## config.mk

```make
export PLATFORM = sky130hd
export DESIGN_NAME = lidar_scan_record_parser
export DESIGN_NICKNAME = d
export VERILOG_FILES = /design/src/hw/rtl/lsrp_pkg.sv /design/src/hw/rtl/lsrp_parser.sv /design/src/hw/rtl/lsrp_out_buf.sv /design/src/hw/rtl/lidar_scan_record_parser.sv
export SDC_FILE = /design/constraint.sdc
export NUM_CORES = 1
export LEC_CHECK = 0
export ABC_AREA = 1
export BUFFER_PORTS_ARGS = -buffer_cell sky130_fd_sc_hd__buf_2
export CAP_MARGIN = 20
export CORE_MARGIN = 8
export CORE_UTILIZATION = 52
export DETAILED_ROUTE_END_ITERATION = 6
export MAX_ROUTING_LAYER = met4
export PLACE_DENSITY = 0.83
export SLEW_MARGIN = 20
export SYNTH_ARGS = -nofsm -noshare
export SYNTH_HDL_FRONTEND = slang
export SYNTH_SLANG_ARGS = --single-unit
export TNS_END_PERCENT = 5
```

## constraint.sdc

```tcl
create_clock -name clock -period 4.1 [get_ports clock]
set_clock_uncertainty 0.2 [all_clocks]
set_input_delay 0.82 -clock clock [delete_from_list [all_inputs] [get_ports clock]]
set_output_delay 0.82 -clock clock [all_outputs]
set_load 0.03 [all_outputs]
```

## src/hw/rtl/lsrp_pkg.sv

```systemverilog
// shared types, constants and the scan descriptor table of the scan record parser
package lsrp_pkg;

   localparam int unsigned BYTE_W      = 8;
   localparam int unsigned IDX_W       = 3;
   localparam int unsigned QUALITY_W   = 6;
   localparam int unsigned ANGLE_W     = 15;
   localparam int unsigned DISTANCE_W  = 16;
   localparam int unsigned KIND_W      = 2;
   localparam int unsigned PAYLOAD_W   = QUALITY_W + ANGLE_W + DISTANCE_W;
   localparam int unsigned RSP_DATA_W  = ((PAYLOAD_W + 7) / 8) * 8;

   localparam int unsigned DESC_LAST   = 6;   // index of the last descriptor byte
   localparam int unsigned RECORD_LAST = 4;   // index of the last record byte
   localparam int unsigned RECORD_BUF  = 4;   // record bytes held before the last arrives

   typedef enum logic [1:0] {
      PHASE_DESC = 2'd0,
      PHASE_REC  = 2'd1,
      PHASE_HALT = 2'd2
   } phase_type;

   typedef enum logic [KIND_W-1:0] {
      KIND_SAMPLE   = 2'd0,
      KIND_BAD_DESC = 2'd1,
      KIND_NO_START = 2'd2,
      KIND_REV_DONE = 2'd3
   } kind_type;

   typedef struct packed {
      logic                  valid;
      kind_type              kind;
      logic [QUALITY_W-1:0]  quality;
      logic [ANGLE_W-1:0]    angle_q6;
      logic [DISTANCE_W-1:0] distance_q2;
   } result_type;

   // expected scan response descriptor, one byte per index
   function automatic logic [BYTE_W-1:0] desc_byte(input logic [IDX_W-1:0] idx);
      logic [BYTE_W-1:0] b;
      unique case (idx)
         3'd0:    b = 8'hA5;
         3'd1:    b = 8'h5A;
         3'd2:    b = 8'h05;
         3'd3:    b = 8'h00;
         3'd4:    b = 8'h00;
         3'd5:    b = 8'h40;
         default: b = 8'h81;
      endcase
      return b;
   endfunction

endpackage

```

## src/hw/rtl/lsrp_parser.sv

```systemverilog
// descriptor check, record assembly and sample decode, one byte per transaction
module lsrp_parser (
   input  logic                        clock,
   input  logic                        reset,
   input  logic                        accept,
   input  logic [lsrp_pkg::BYTE_W-1:0] rx_byte,
   input  logic                        restart,
   output lsrp_pkg::result_type        result
);
   import lsrp_pkg::*;

   phase_type         phase_ff, phase_in;
   logic [IDX_W-1:0]  index_ff, index_in;
   logic              desc_good_ff, desc_good_in;
   logic              first_seen_ff, first_seen_in;
   logic [BYTE_W-1:0] record_ff [RECORD_BUF];

   logic [IDX_W-1:0]  desc_idx;
   logic              desc_match;
   logic              record_done;
   logic              start_bit;
   logic              check_bit;

   // clamp as the descriptor index never runs past its last byte
   assign desc_idx    = (index_ff > IDX_W'(DESC_LAST)) ? IDX_W'(DESC_LAST) : index_ff;
   assign desc_match  = (rx_byte == desc_byte(desc_idx));
   assign record_done = (index_ff >= IDX_W'(RECORD_LAST));
   assign start_bit   = record_ff[0][0];
   assign check_bit   = record_ff[1][0];

   // next state
   always_comb begin
      phase_in      = phase_ff;
      index_in      = index_ff;
      desc_good_in  = desc_good_ff;
      first_seen_in = first_seen_ff;
      if (accept) begin
         if (restart) begin
            phase_in      = PHASE_DESC;
            index_in      = '0;
            desc_good_in  = 1'b1;
            first_seen_in = 1'b0;
         end else begin
            unique case (phase_ff)
               PHASE_DESC: begin
                  if (!desc_match) begin
                     desc_good_in = 1'b0;
                  end
                  if (desc_idx == IDX_W'(DESC_LAST)) begin
                     index_in = '0;
                     phase_in = (desc_good_ff && desc_match) ? PHASE_REC : PHASE_HALT;
                  end else begin
                     index_in = desc_idx + IDX_W'(1);
                  end
               end
               PHASE_REC: begin
                  if (!record_done) begin
                     index_in = index_ff + IDX_W'(1);
                  end else begin
                     index_in = '0;
                     if (!first_seen_ff) begin
                        if (start_bit) begin
                           first_seen_in = 1'b1;
                        end else begin
                           phase_in = PHASE_HALT;
                        end
                     end else if (start_bit) begin
                        phase_in = PHASE_HALT;
                     end
                  end
               end
               default: begin
               end
            endcase
         end
      end
   end

   // result of this transaction
   always_comb begin
      result             = '0;
      result.kind        = KIND_SAMPLE;
      if (accept && !restart) begin
         unique case (phase_ff)
            PHASE_DESC: begin
               if (desc_idx == IDX_W'(DESC_LAST) && !(desc_good_ff && desc_match)) begin
                  result.valid = 1'b1;
                  result.kind  = KIND_BAD_DESC;
               end
            end
            PHASE_REC: begin
               if (record_done) begin
                  if (!first_seen_ff && !start_bit) begin
                     result.valid = 1'b1;
                     result.kind  = KIND_NO_START;
                  end else if (first_seen_ff && start_bit) begin
                     result.valid = 1'b1;
                     result.kind  = KIND_REV_DONE;
                  end else if (check_bit) begin
                     result.valid       = 1'b1;
                     result.kind        = KIND_SAMPLE;
                     result.quality     = record_ff[0][BYTE_W-1:2];
                     result.angle_q6    = {record_ff[2], record_ff[1][BYTE_W-1:1]};
                     result.distance_q2 = {rx_byte, record_ff[3]};
                  end
               end
            end
            default: begin
            end
         endcase
      end
   end

   always_ff @(posedge clock) begin
      if (reset) begin
         phase_ff      <= PHASE_HALT;
         index_ff      <= '0;
         desc_good_ff  <= 1'b1;
         first_seen_ff <= 1'b0;
      end else begin
         phase_ff      <= phase_in;
         index_ff      <= index_in;
         desc_good_ff  <= desc_good_in;
         first_seen_ff <= first_seen_in;
      end
   end

   // record buffer, no reset: each byte is written before the record completes
   always_ff @(posedge clock) begin
      if (accept && !restart && phase_ff == PHASE_REC && !record_done) begin
         record_ff[index_ff[1:0]] <= rx_byte;
      end
   end

endmodule

```

## src/hw/rtl/lsrp_out_buf.sv

```systemverilog
// result register with skid stage towards the result channel
module lsrp_out_buf (
   input  logic                 clock,
   input  logic                 reset,
   input  lsrp_pkg::result_type push,
   output logic                 ready,
   output logic                 out_valid,
   input  logic                 out_ready,
   output lsrp_pkg::result_type out_data
);
   import lsrp_pkg::*;

   logic       main_valid_ff, main_valid_in;
   logic       skid_valid_ff, skid_valid_in;
   result_type main_ff, main_in;
   result_type skid_ff, skid_in;
   logic       pop;

   assign pop       = main_valid_ff && out_ready;
   assign ready     = !skid_valid_ff;
   assign out_valid = main_valid_ff;
   assign out_data  = main_ff;

   always_comb begin
      main_valid_in = main_valid_ff;
      skid_valid_in = skid_valid_ff;
      main_in       = main_ff;
      skid_in       = skid_ff;
      if (skid_valid_ff) begin
         if (pop) begin
            main_in       = skid_ff;
            skid_valid_in = 1'b0;
         end
      end else if (push.valid) begin
         if (!main_valid_ff || pop) begin
            main_in       = push;
            main_valid_in = 1'b1;
         end else begin
            skid_in       = push;
            skid_valid_in = 1'b1;
         end
      end else if (pop) begin
         main_valid_in = 1'b0;
      end
   end

   always_ff @(posedge clock) begin
      if (reset) begin
         main_valid_ff <= 1'b0;
         skid_valid_ff <= 1'b0;
      end else begin
         main_valid_ff <= main_valid_in;
         skid_valid_ff <= skid_valid_in;
      end
   end

   always_ff @(posedge clock) begin
      main_ff <= main_in;
      skid_ff <= skid_in;
   end

endmodule

```

## src/hw/rtl/lidar_scan_record_parser.sv

```systemverilog
// top level of the lidar scan record parser
//
// req channel: one received serial byte per transaction in req_tdata; req_tuser
// set means restart, the byte is dropped and the parser waits for a new scan
// descriptor (A5 5A 05 00 00 40 81). after that, bytes are grouped into 5-byte
// sample records.
// rsp channel: rsp_tuser carries the kind (sample, descriptor mismatch, missing
// first start bit, revolution complete); rsp_tdata the decoded sample.
// results: only the 7th byte of a bad descriptor or a 5th record byte (unless
// its sample is dropped) gives one, registered in the result or skid register.
// throughput: one byte per cycle while the skid entry is free (req_tready high).
// reset: the parser is halted and ignores bytes until a restart transaction;
// no result is pending.
// stall: a result register plus a skid entry hold results while rsp_tready is
// low; req_tready drops only when both are full, so no result is lost
module lidar_scan_record_parser (
   input  logic                            clock,
   input  logic                            reset,
   // req: rx_byte [7:0]
   input  logic [lsrp_pkg::BYTE_W-1:0]     req_tdata,
   // req: restart [0]
   input  logic                            req_tuser,
   input  logic                            req_tvalid,
   output logic                            req_tready,
   // rsp: quality [5:0], angle_q6 [20:6], distance_q2 [36:21], zero fill [39:37]
   output logic [lsrp_pkg::RSP_DATA_W-1:0] rsp_tdata,
   // rsp: kind [1:0]
   output logic [lsrp_pkg::KIND_W-1:0]     rsp_tuser,
   output logic                            rsp_tvalid,
   input  logic                            rsp_tready
);
   import lsrp_pkg::*;

   logic       accept;
   result_type result;
   result_type out_data;

   // a byte is taken whenever the skid entry is free
   assign accept = req_tvalid && req_tready;

   lsrp_parser u_parser (
      .clock   (clock),
      .reset   (reset),
      .accept  (accept),
      .rx_byte (req_tdata),
      .restart (req_tuser),
      .result  (result)
   );

   lsrp_out_buf u_out_buf (
      .clock     (clock),
      .reset     (reset),
      .push      (result),
      .ready     (req_tready),
      .out_valid (rsp_tvalid),
      .out_ready (rsp_tready),
      .out_data  (out_data)
   );

   // pack the sample fields, lowest field first
   assign rsp_tdata = {{(RSP_DATA_W - PAYLOAD_W){1'b0}},
                       out_data.distance_q2,
                       out_data.angle_q6,
                       out_data.quality};
   assign rsp_tuser = out_data.kind;

endmodule

```

Word level (Yosys, flattened, before mapping)
Memories as Yosys holds them, arrays and structs flattened.
Index checks and enable logic that the tools add are counted.
- bitwise gates (word level): 2
- mux-type cells: 45
- magnitude comparators: 2
- add/sub/neg operators: 2
- reductions and logical operators: 34
- equality and inequality tests: 15
- operator list (cell ; number):
    2-to-1 mux 39 bit ; 4
    2-to-1 mux 40 bit ; 3
    2-to-1 mux 37 bit ; 3
    case mux 8 bit (5 select lines) ; 1
    2-to-1 mux 3 bit ; 7
    2-to-1 mux 1 bit ; 17
    AND reduction 3 bit ; 5
    2-to-1 mux 2 bit ; 7
    case mux 3 bit (2 select lines) ; 2
    nonzero test 2 bit ; 6
    == test 3 bit (second input constant) ; 3
    logical AND 1 bit ; 9
    == test 8 bit ; 1
    logical NOT 1 bit ; 7
    adder 3 x 1 -> 3 bit (second input constant) ; 2
    == test 3 x 2 -> 1 bit (second input constant) ; 2
    inequality test 3 x 2 -> 1 bit (second input constant) ; 2
    AND reduction 6 bit ; 1
    inequality test 2 bit (second input constant) ; 2
    inequality test 4 x 3 -> 1 bit (second input constant) ; 1
    inequality test 4 bit (second input constant) ; 1
    case mux 2 bit (2 select lines) ; 1
    == test 3 x 1 -> 1 bit (second input constant) ; 1
    >= comparator 3 bit (second input constant) ; 1
    10 further kinds ; 11
- memories: 1
- memory bits (writable): 32
- flip-flop bits (word level): 87
- word-level logic and storage cells: 115
- memories (memory ; depth ; bits a word ; read ports ; clocked after Yosys merged registers in ; wr ports ; RTL line ; RTL):
    u_parser.record_ff ; 4 ; 8 ; 4 ; 0 ; 1 ; lsrp_parser.sv:16 ; logic [BYTE_W-1:0] record_ff [RECORD_BUF];

Longest topological paths before layout
Gate-level depths: netlist of run 1.
- word-level depth: 15
- depth in mapped cells: 13

By module
From an unflattened synthesis of run 1, not the netlist that was laid out.
- cell total of the unflattened synthesis: 444
- area, all modules: 5170.0 um2
- by module, submodules not included (module ; area an instance (um2) ; cells an instance ; seq. area each (um2) ; times used):
    lsrp_out_buf ; 3016.6 ; 228 ; 2382.3 ; 1
    lsrp_parser ; 2119.5 ; 210 ; 1071.0 ; 1
    lidar_scan_record_parser ; 33.8 ; 6 ; 0.0 ; 1

Worst setup path after synthesis of run 1
OpenSTA, ideal clock, no wires.
- path type: input to register
- start point: in req_tdata[3] (netlist name)
- end point: reg u_out_buf.main_ff (netlist bit u_out_buf.out_data[0]) (enable)
- path slack: 0.216 ns
- stages: 9
- arrival: 3.235 ns
- required time: 3.451 ns
- setup time: 0.449 ns
- cell sequence: or2_2 nand2_1 nand2_1 nor2_1 nand3_2 nand2_1 nand2_1 nand2_1 o22ai_1
- cells in the longest elaborated chain, start to end: 9
- ends and longest elaborated chain (element ; RTL line ; RTL):
    from (decl) ; lidar_scan_record_parser.sv:20 ; input logic [lsrp_pkg::BYTE_W-1:0] req_tdata,
    == test 8 bit ; lsrp_parser.sv:26 ; assign desc_match = (rx_byte == desc_byte(desc_idx));
    logical AND 1 bit ; lsrp_parser.sv:86 ; if (desc_idx == IDX_W'(DESC_LAST) && !(desc_good_ff && desc_match)) begin
    logical NOT 1 bit ; lsrp_parser.sv:86 ;
    logical AND 1 bit ; lsrp_parser.sv:86 ;
    2-to-1 mux 3 bit ; lsrp_parser.sv:86 ;
    case mux 3 bit (2 select lines) ; lsrp_parser.sv:84 ; unique case (phase_ff)
    2-to-1 mux 40 bit ; lsrp_parser.sv:83 ; if (accept && !restart) begin
    nonzero test 2 bit (no source line) ; n/a ;
    AND reduction 3 bit (no source line) ; n/a ;
    to (signal assigned) ; lsrp_out_buf.sv:58 ; main_ff <= main_in;
    to (decl) ; lsrp_out_buf.sv:15 ; result_type main_ff, main_in;
No other way between the ends.
A chain may end at the register's enable or synchronous reset.

Final worst setup path of run 1
- start point: reg u_parser.index_ff[0]
- end point: reg u_out_buf.skid_ff[0] (netlist name) (enable)
- cells in the longest elaborated chain, start to end: 13
- ends and longest elaborated chain (element ; RTL line ; RTL):
    from (decl) ; lsrp_parser.sv:13 ; logic [IDX_W-1:0] index_ff, index_in;
    from (signal assigned) ; lsrp_parser.sv:122 ; index_ff <= index_in;
    > comparator 3 bit ; lsrp_parser.sv:25 ; assign desc_idx = (index_ff > IDX_W'(DESC_LAST)) ? IDX_W'(DESC_LAST) : index_ff;
    2-to-1 mux 3 bit ; lsrp_parser.sv:25 ;
    == test 3 x 2 -> 1 bit / == test 3 bit (equally long branches) ; lsrp_pkg.sv:41 ; unique case (idx)
    OR reduction 2 bit (no source line) ; n/a ;
    case mux 8 bit (5 select lines) ; lsrp_pkg.sv:41 ;
    == test 8 bit ; lsrp_parser.sv:26 ;
    logical AND 1 bit ; lsrp_parser.sv:86 ;
    logical NOT 1 bit ; lsrp_parser.sv:86 ;
    logical AND 1 bit ; lsrp_parser.sv:86 ;
    2-to-1 mux 3 bit ; lsrp_parser.sv:86 ;
    case mux 3 bit (2 select lines) * ; lsrp_parser.sv:84 ;
    2-to-1 mux 40 bit * ; lsrp_parser.sv:83 ;
    AND reduction 3 bit (no source line) * ; n/a ;
    to (signal assigned) ; lsrp_out_buf.sv:59 ; skid_ff <= skid_in;
    to (decl) ; lsrp_out_buf.sv:16 ; result_type skid_ff, skid_in;
Mark *: on every way between the ends. The rest lies on a longest branch, timed or not.

==> metrics.txt, run 1 <==
Avg Inst Size Synth=11.8 µm²; vias in the first global route=3311; hold buffer count at cts=0; worst-margin pin slew=between 0.9 and 1 ns; sequential share of the synthesized area=a little over two thirds; starting density of the core=between 50% and 60%; synthesis-stage register bit count=118; # DRC=0; post_cts resized=0; Vias per Instance=about 5.2; # diodes=0; postcts setup bufs=0; CTS H-tree depth=4; Die H=113 µm; Synth cell types=31; global-route wire length before repair=between 15000 and 20000 µm; cell taking the most area after synthesis=edfxtp_1; Slew Limit Fails=0; worst slack, placed=approximately 0.95 ns; commonest non-fill, non-tap cell in the layout=nand2_1; P_leak=~2.5 nW; TritonCTS Buffers=17; DRT Wirelength=roughly 10000 µm; Final #Nets=~500; WS Path Type=flip-flop to flip-flop; FF-to-FF path depth=12; detailed placement HPWL=6610 µm; clock buffer depth=2; f_max=roughly 320 MHz; PD cells=between 400 and 500 mW/mm²; outcome=complete, no violations; CTS tree=yes; nature of the critical path endpoint=flip-flop; Worst VDD drop=292 µV; slew margin rel.=between 30% and 40%; crit share post-route=around three quarters; setup ws final=about 1 ns; hold depth=2; Fin. Hold Viols=0; crit-path max FO=21; Hold Crit Class=flip-flop to flip-flop; metal3 WL=approximately 640 µm; most frequent cells in the layout=nand2_1, edfxtp_1, buf_2, inv_1, nor2_1; GRT Total Usage=approximately 17%; Fin Setup TNS=0 ns; drt pass-1 iters=5; Yosys top cell area share=roughly 66%; antenna violations before repair=0; Area contributors post-synth=edfxtp_1, nand2_1, dfxtp_1; RSZ-0062 raised after global routing=false; Sink Count=roughly 120; Post-Syn Instances=about 420; grt ovf=0; Worst-path clk slew=approximately 0.060 ns; max-cap check violation count=0; CP Launch Type=flip-flop; Port Buf Inserts=53; I/O pin total=57; final setup fails=0; Routed Antenna Nets=0; largest net degree at the start of global routing=44; Synth Warn #=0; clk_lat worst skew=0.51 ns; max layer used=met4; GPL Wtd Cong=0.932; die footprint=between 0.01 and 0.015 mm²; CP Data Required Time=~4 ns; Die W=113 µm; WL/cell=16.1 µm; Worst EP arrival=between 3 and 4 ns; Mapped Area=0.00493 mm²; min cycle time layout=approximately 3.1 ns; fillers=approximately 700; clk root buf=clkbuf_8; Detail Route met2 WL=5260 µm; layout cells sized above 1=21.3%; synthesis-to-finish area growth=19.1%; DR vias=about 3200; # rows=35; wire length on met1=3850 µm; DRT iter0 DRCs=between 200 and 250; core box area=roughly 0.009 mm²
-- where the power goes --
group          switching, mW  leakage, nW  internal, mW
sequential           0.00291         1.07          1.30
combinational         0.0388         1.12        0.0173
clock                  0.494        0.277         0.925
total                  0.536         2.47          2.25
-- synth_stat cells --
master      n
nand2_2     1
a21o_1      5
nor2_8      1
dfxtp_1     9
nand2_1   113
nor3_1      4
clkbuf_1    4
buf_4       4
o31ai_1     2
or2_2       1
o21ai_0    25
a21oi_1     8
inv_2       2
nand3_2     2
ha_1       10
o211ai_1    1
buf_6       4
nand4_1     1
o22ai_1     2
nand3_1    26
nor3_2      6
inv_1      37
buf_2       4
edfxtp_1  109
nand2_4     1
inv_4       2
nor2_4      1
nor2_1     31
inv_6       1
conb_1      1
clkbuf_2    1
-- cell families after synthesis --
logic type                 count (synthesis)  share of synthesized area [%]
and+or+nand+nor                          188                           16.9
adders and majority gates                 10                           2.54
buffers and inverters                     59                           5.73
other                                      1                         0.0760
AOI/OAI and AO/OA                         43                           4.82
DFF                                      118                           70.0
-- layout make-up --
type | instances | area [µm²] | area share, %
well taps | 129 | 161 | 2.75
multi-input cells | 244 | 1220 | 20.8
inverters | 42 | 168 | 2.85
flip-flops and latches | 118 | 3450 | 58.8
repair buffers | 57 | 295 | 5.03
clock inverters | 8 | 97.6 | 1.66
clock buffers | 24 | 480 | 8.18
-- final timing paths --
kind,startpoint,to,slack [ns]
min,u_parser.phase_ff[0],u_parser.phase_ff[0],0.30
max,u_parser.index_ff[0],u_out_buf.skid_ff[0],1.01
min reg2reg,u_parser.phase_ff[0],u_parser.phase_ff[0],0.30
max reg2reg,u_parser.index_ff[0],u_out_buf.skid_ff[0],1.01
-- per-stage QoR --
step           utilization (%)  hold WS (ns)  cell area, µm²  power, mW  cells
2_1_floorplan                -         0.261            4940       1.37    421
3_3_place_gp              57.3         0.280            5300       1.38    590
3_5_place_dp              57.3         0.283            5300       1.39    590
4_1_cts                   63.6         0.294            5880       2.79    622
5_1_grt                   63.6         0.334            5880       2.86    622
6_report                  63.6         0.297            5880       2.78    622
-- sequential cells by signal, indices dropped and copies added, names as in the netlist --
| name | cells |
|---|---|
| u_parser.phase_ff | 2 |
| u_out_buf.skid_valid_ff | 1 |
| u_parser.first_seen_ff | 1 |
| u_out_buf.out_valid | 1 |
| u_parser.record_ff | 31 |
| u_parser.index_ff | 3 |
| u_out_buf.skid_ff | 39 |
| u_parser.desc_good_ff | 1 |
| u_out_buf.out_data | 39 |
-- metal layers --
metal  up-vias  global-route usage [%]
li1       1534                       -
met2       121                    29.1
met1      1559                    17.4
met3        19                    5.81
met5         -                       -
met4         0                    7.37
-- critical path, stage by stage (launching register included) --
cell and delay [ns]:
dfxtp_1 0.41, inv_1 0.15, ha_1 0.22, inv_1 0.08, nand2_1 0.05, a21oi_1 0.18, nand2_1 0.12, nor2_1 0.12
nand2_1 0.08, nand2_1 0.07, nand3_1 0.09, inv_1 0.58, buf_4 0.41
No activity file was read; power rests on OpenSTA's default activity.
==> inputs of run 2 (changes only) <==
--- a/config.mk
+++ b/config.mk
@@ -5,14 +5,14 @@
 export SDC_FILE = /design/constraint.sdc
 export NUM_CORES = 1
 export LEC_CHECK = 0
-export ABC_AREA = 1
+export ABC_AREA = 0
 export BUFFER_PORTS_ARGS = -buffer_cell sky130_fd_sc_hd__buf_2
 export CAP_MARGIN = 20
 export CORE_MARGIN = 8
-export CORE_UTILIZATION = 52
+export CORE_UTILIZATION = 55
 export DETAILED_ROUTE_END_ITERATION = 6
 export MAX_ROUTING_LAYER = met4
-export PLACE_DENSITY = 0.83
+export PLACE_DENSITY = 0.84
 export SLEW_MARGIN = 20
 export SYNTH_ARGS = -nofsm -noshare
 export SYNTH_HDL_FRONTEND = slang
==> constraint.sdc (replaced) <==
create_clock -name clock -period 3 [get_ports clock]
set_clock_uncertainty 0.2 [all_clocks]
set_input_delay 0.6 -clock clock [delete_from_list [all_inputs] [get_ports clock]]
set_output_delay 0.6 -clock clock [all_outputs]
set_load 0.03 [all_outputs]
==> metrics.txt, run 2 <==
outcome=complete, no violations; GRT Total Usage=15.8% (-1.1 points); FF-to-FF path depth=8 (-4); count leader, synth=edfxtp_1; grt ovf=0 (unchanged); global-route wire length before repair=14900 µm (-8.1%); WS Path Type=flip-flop to flip-flop; Synth Warn #=0 (unchanged); DRT Wirelength=9360 µm (-6.5%); core box area=0.00868 mm² (-6.1%); most frequent cells in the layout=edfxtp_1, buf_2, and2_1, a22o_1, clkbuf_16; hold_ws=0.156 ns (-0.141 ns); ys flop type=edfxtp_1; Area contributors post-synth=edfxtp_1, a22o_1, and2_1; min cycle time layout=2.69 ns (-0.401 ns); crit-path max FO=31 (+48%); Detail Route met2 WL=4810 µm (-8.5%); max-cap check violation count=0 (unchanged); metal3 WL=528 µm (-18%); # DRC=0 (unchanged); hold buffer count at cts=0 (unchanged); starting density of the core=56.5% (+3.1 points); cell taking the most area after synthesis=edfxtp_1; CP Launch Type=flip-flop; Commonest cells post-synth=edfxtp_1, and2_1, a22o_1; clock buffer depth=2 (unchanged); Slew Limit Fails=0 (unchanged); nature of the critical path endpoint=flip-flop; Worst EP arrival=2.70 ns (-0.37 ns); crit share post-route=89.5% (+14 points); setup ws final=0.314 ns (-0.699 ns); drt pass-1 iters=4 (-1); f_max=372 MHz (+15%); I/O pin total=57 (unchanged); Final #Nets=408 (-19%); Synth cell types=44 (+42%); Post-synth ARST share=0% (unchanged); Non-Filler Instances=506 (-19%); total power=3.65 mW (+31%); Post-synth EDFFs=109 (unchanged); PD cells=624 mW/mm² (+32%); vias in the first global route=2934 (-11%); Port Buf Inserts=53 (unchanged); Fin. Hold Viols=0 (unchanged); dpl cells=474 (-20%); clk_lat worst skew=0.52 ns (about the same); Hold Crit Class=primary input to flip-flop; Yosys top cell area share=66.7% (+0.39 points); DRT iter0 DRCs=248 (+18%); postcts setup bufs=0 (unchanged); GPL Wtd Cong=0.884 (-5.1%); synthesis-to-finish area growth=19.0% (about the same); Routed Antenna Nets=0 (unchanged); Fin Setup TNS=0 ns (unchanged); CTS H-tree depth=4 (unchanged); synthesis-stage register bit count=118 (unchanged); sequential share of the synthesized area=70.4% (+0.41 points); Sink Count=118 (unchanged); # diodes=0 (unchanged); CTS tree=yes; RSZ-0062 raised after global routing=false; Avg Inst Size Synth=15.1 µm² (+28%); Worst-path clk slew=0.06 ns (about the same); Mapped Area=0.00491 mm² (-0.58%); worst slack, placed=0.260 ns (-0.695 ns); Die H=110 µm (-2.6%); WL/cell=18.5 µm (+15%); clk root buf=clkbuf_8; commonest non-fill, non-tap cell in the layout=edfxtp_1; die footprint=0.0122 mm² (-5.2%); layout cells sized above 1=27.6% (+6.3 points); Die W=110 µm (-2.6%); hold depth=2 (unchanged); slew margin rel.=64.3% (+28 points); Vias per Instance=5.66 (+9.0%); worst-margin pin slew=0.535 ns (-0.416 ns); P_leak=2.19 nW (-11%); Worst VDD drop=394 µV (+35%); antenna violations before repair=0 (unchanged); Post-Syn Instances=325 (-22%); # rows=34 (-2.9%); TritonCTS Buffers=17 (unchanged); max layer used=met4; DR vias=2866 (-11%); CP Data Required Time=3.01 ns (-1.08 ns); fillers=592 (-15%); largest net degree at the start of global routing=75 (+70%); post_cts resized=0 (unchanged); final setup fails=0 (unchanged); detailed placement HPWL=5810 µm (-12%); wire length on met1=3850 µm (unchanged)
==> run 2: area by class of cell <==
class | count | area (µm²) | share of cell area [%]
inverters | 9 | 33.8 | 0.579
clock buffers | 17 | 414 | 7.09
repair buffers | 59 | 335 | 5.74
multi-input cells | 180 | 1340 | 22.9
well taps | 108 | 135 | 2.31
flip-flops and latches | 118 | 3460 | 59.2
clock inverters | 15 | 123 | 2.10
==> run 2: per-layer routing <==
| layer | vias to the layer above | GRT usage, % |
|---|---|---|
| met5 | - | - |
| met4 | 0 | 6.49 |
| met3 | 18 | 5.52 |
| met2 | 83 | 25.9 |
| met1 | 1417 | 17.3 |
| li1 | 1348 | - |
==> run 2: critical path, stage by stage (launching register included) <==
cell     delay (ns)
dfxtp_2        0.41
inv_1          0.12
ha_1           0.25
xor2_1         0.17
nor2_1         0.08
o21ai_2        0.24
o31ai_4        0.13
nor3b_4        0.49
buf_12         0.27
==> run 2: worst paths after layout <==
check | from | to | slack, ns
max | u_parser.index_ff[1] | u_out_buf.skid_ff[33] | 0.31
min | reset | u_parser.index_ff[0] | 0.16
max reg2reg | u_parser.index_ff[1] | u_out_buf.skid_ff[33] | 0.31
min reg2reg | u_parser.desc_good_ff | u_parser.desc_good_ff | 0.28
==> run 2: through the flow <==
stage / area [µm²] / utilization, %
floorplan: 4980 / -
global placement: 5300 / 61.1
detailed placement: 5300 / 61.1
CTS: 5840 / 67.3
global route: 5840 / 67.3
finish: 5840 / 67.3
==> run 2: kinds of logic after synthesis <==
logic type	Yosys count	synth area share, %
AOI/OAI and AO/OA	70	11.0
xor gates and xnor gates	5	0.893
adders and majority gates	10	2.55
buffers and inverters	29	3.67
DFF	118	70.4
muxes	2	0.434
other	1	0.0764
and+or+nand+nor	90	11.0
==> run 2: report_power, final <==
part / switching (mW) / leakage [nW] / internal, mW
Sequential: 0.00356 / 1.08 / 1.78
Combinational: 0.0436 / 0.852 / 0.0188
Clock: 0.771 / 0.258 / 1.03
Total: 0.818 / 2.19 / 2.83
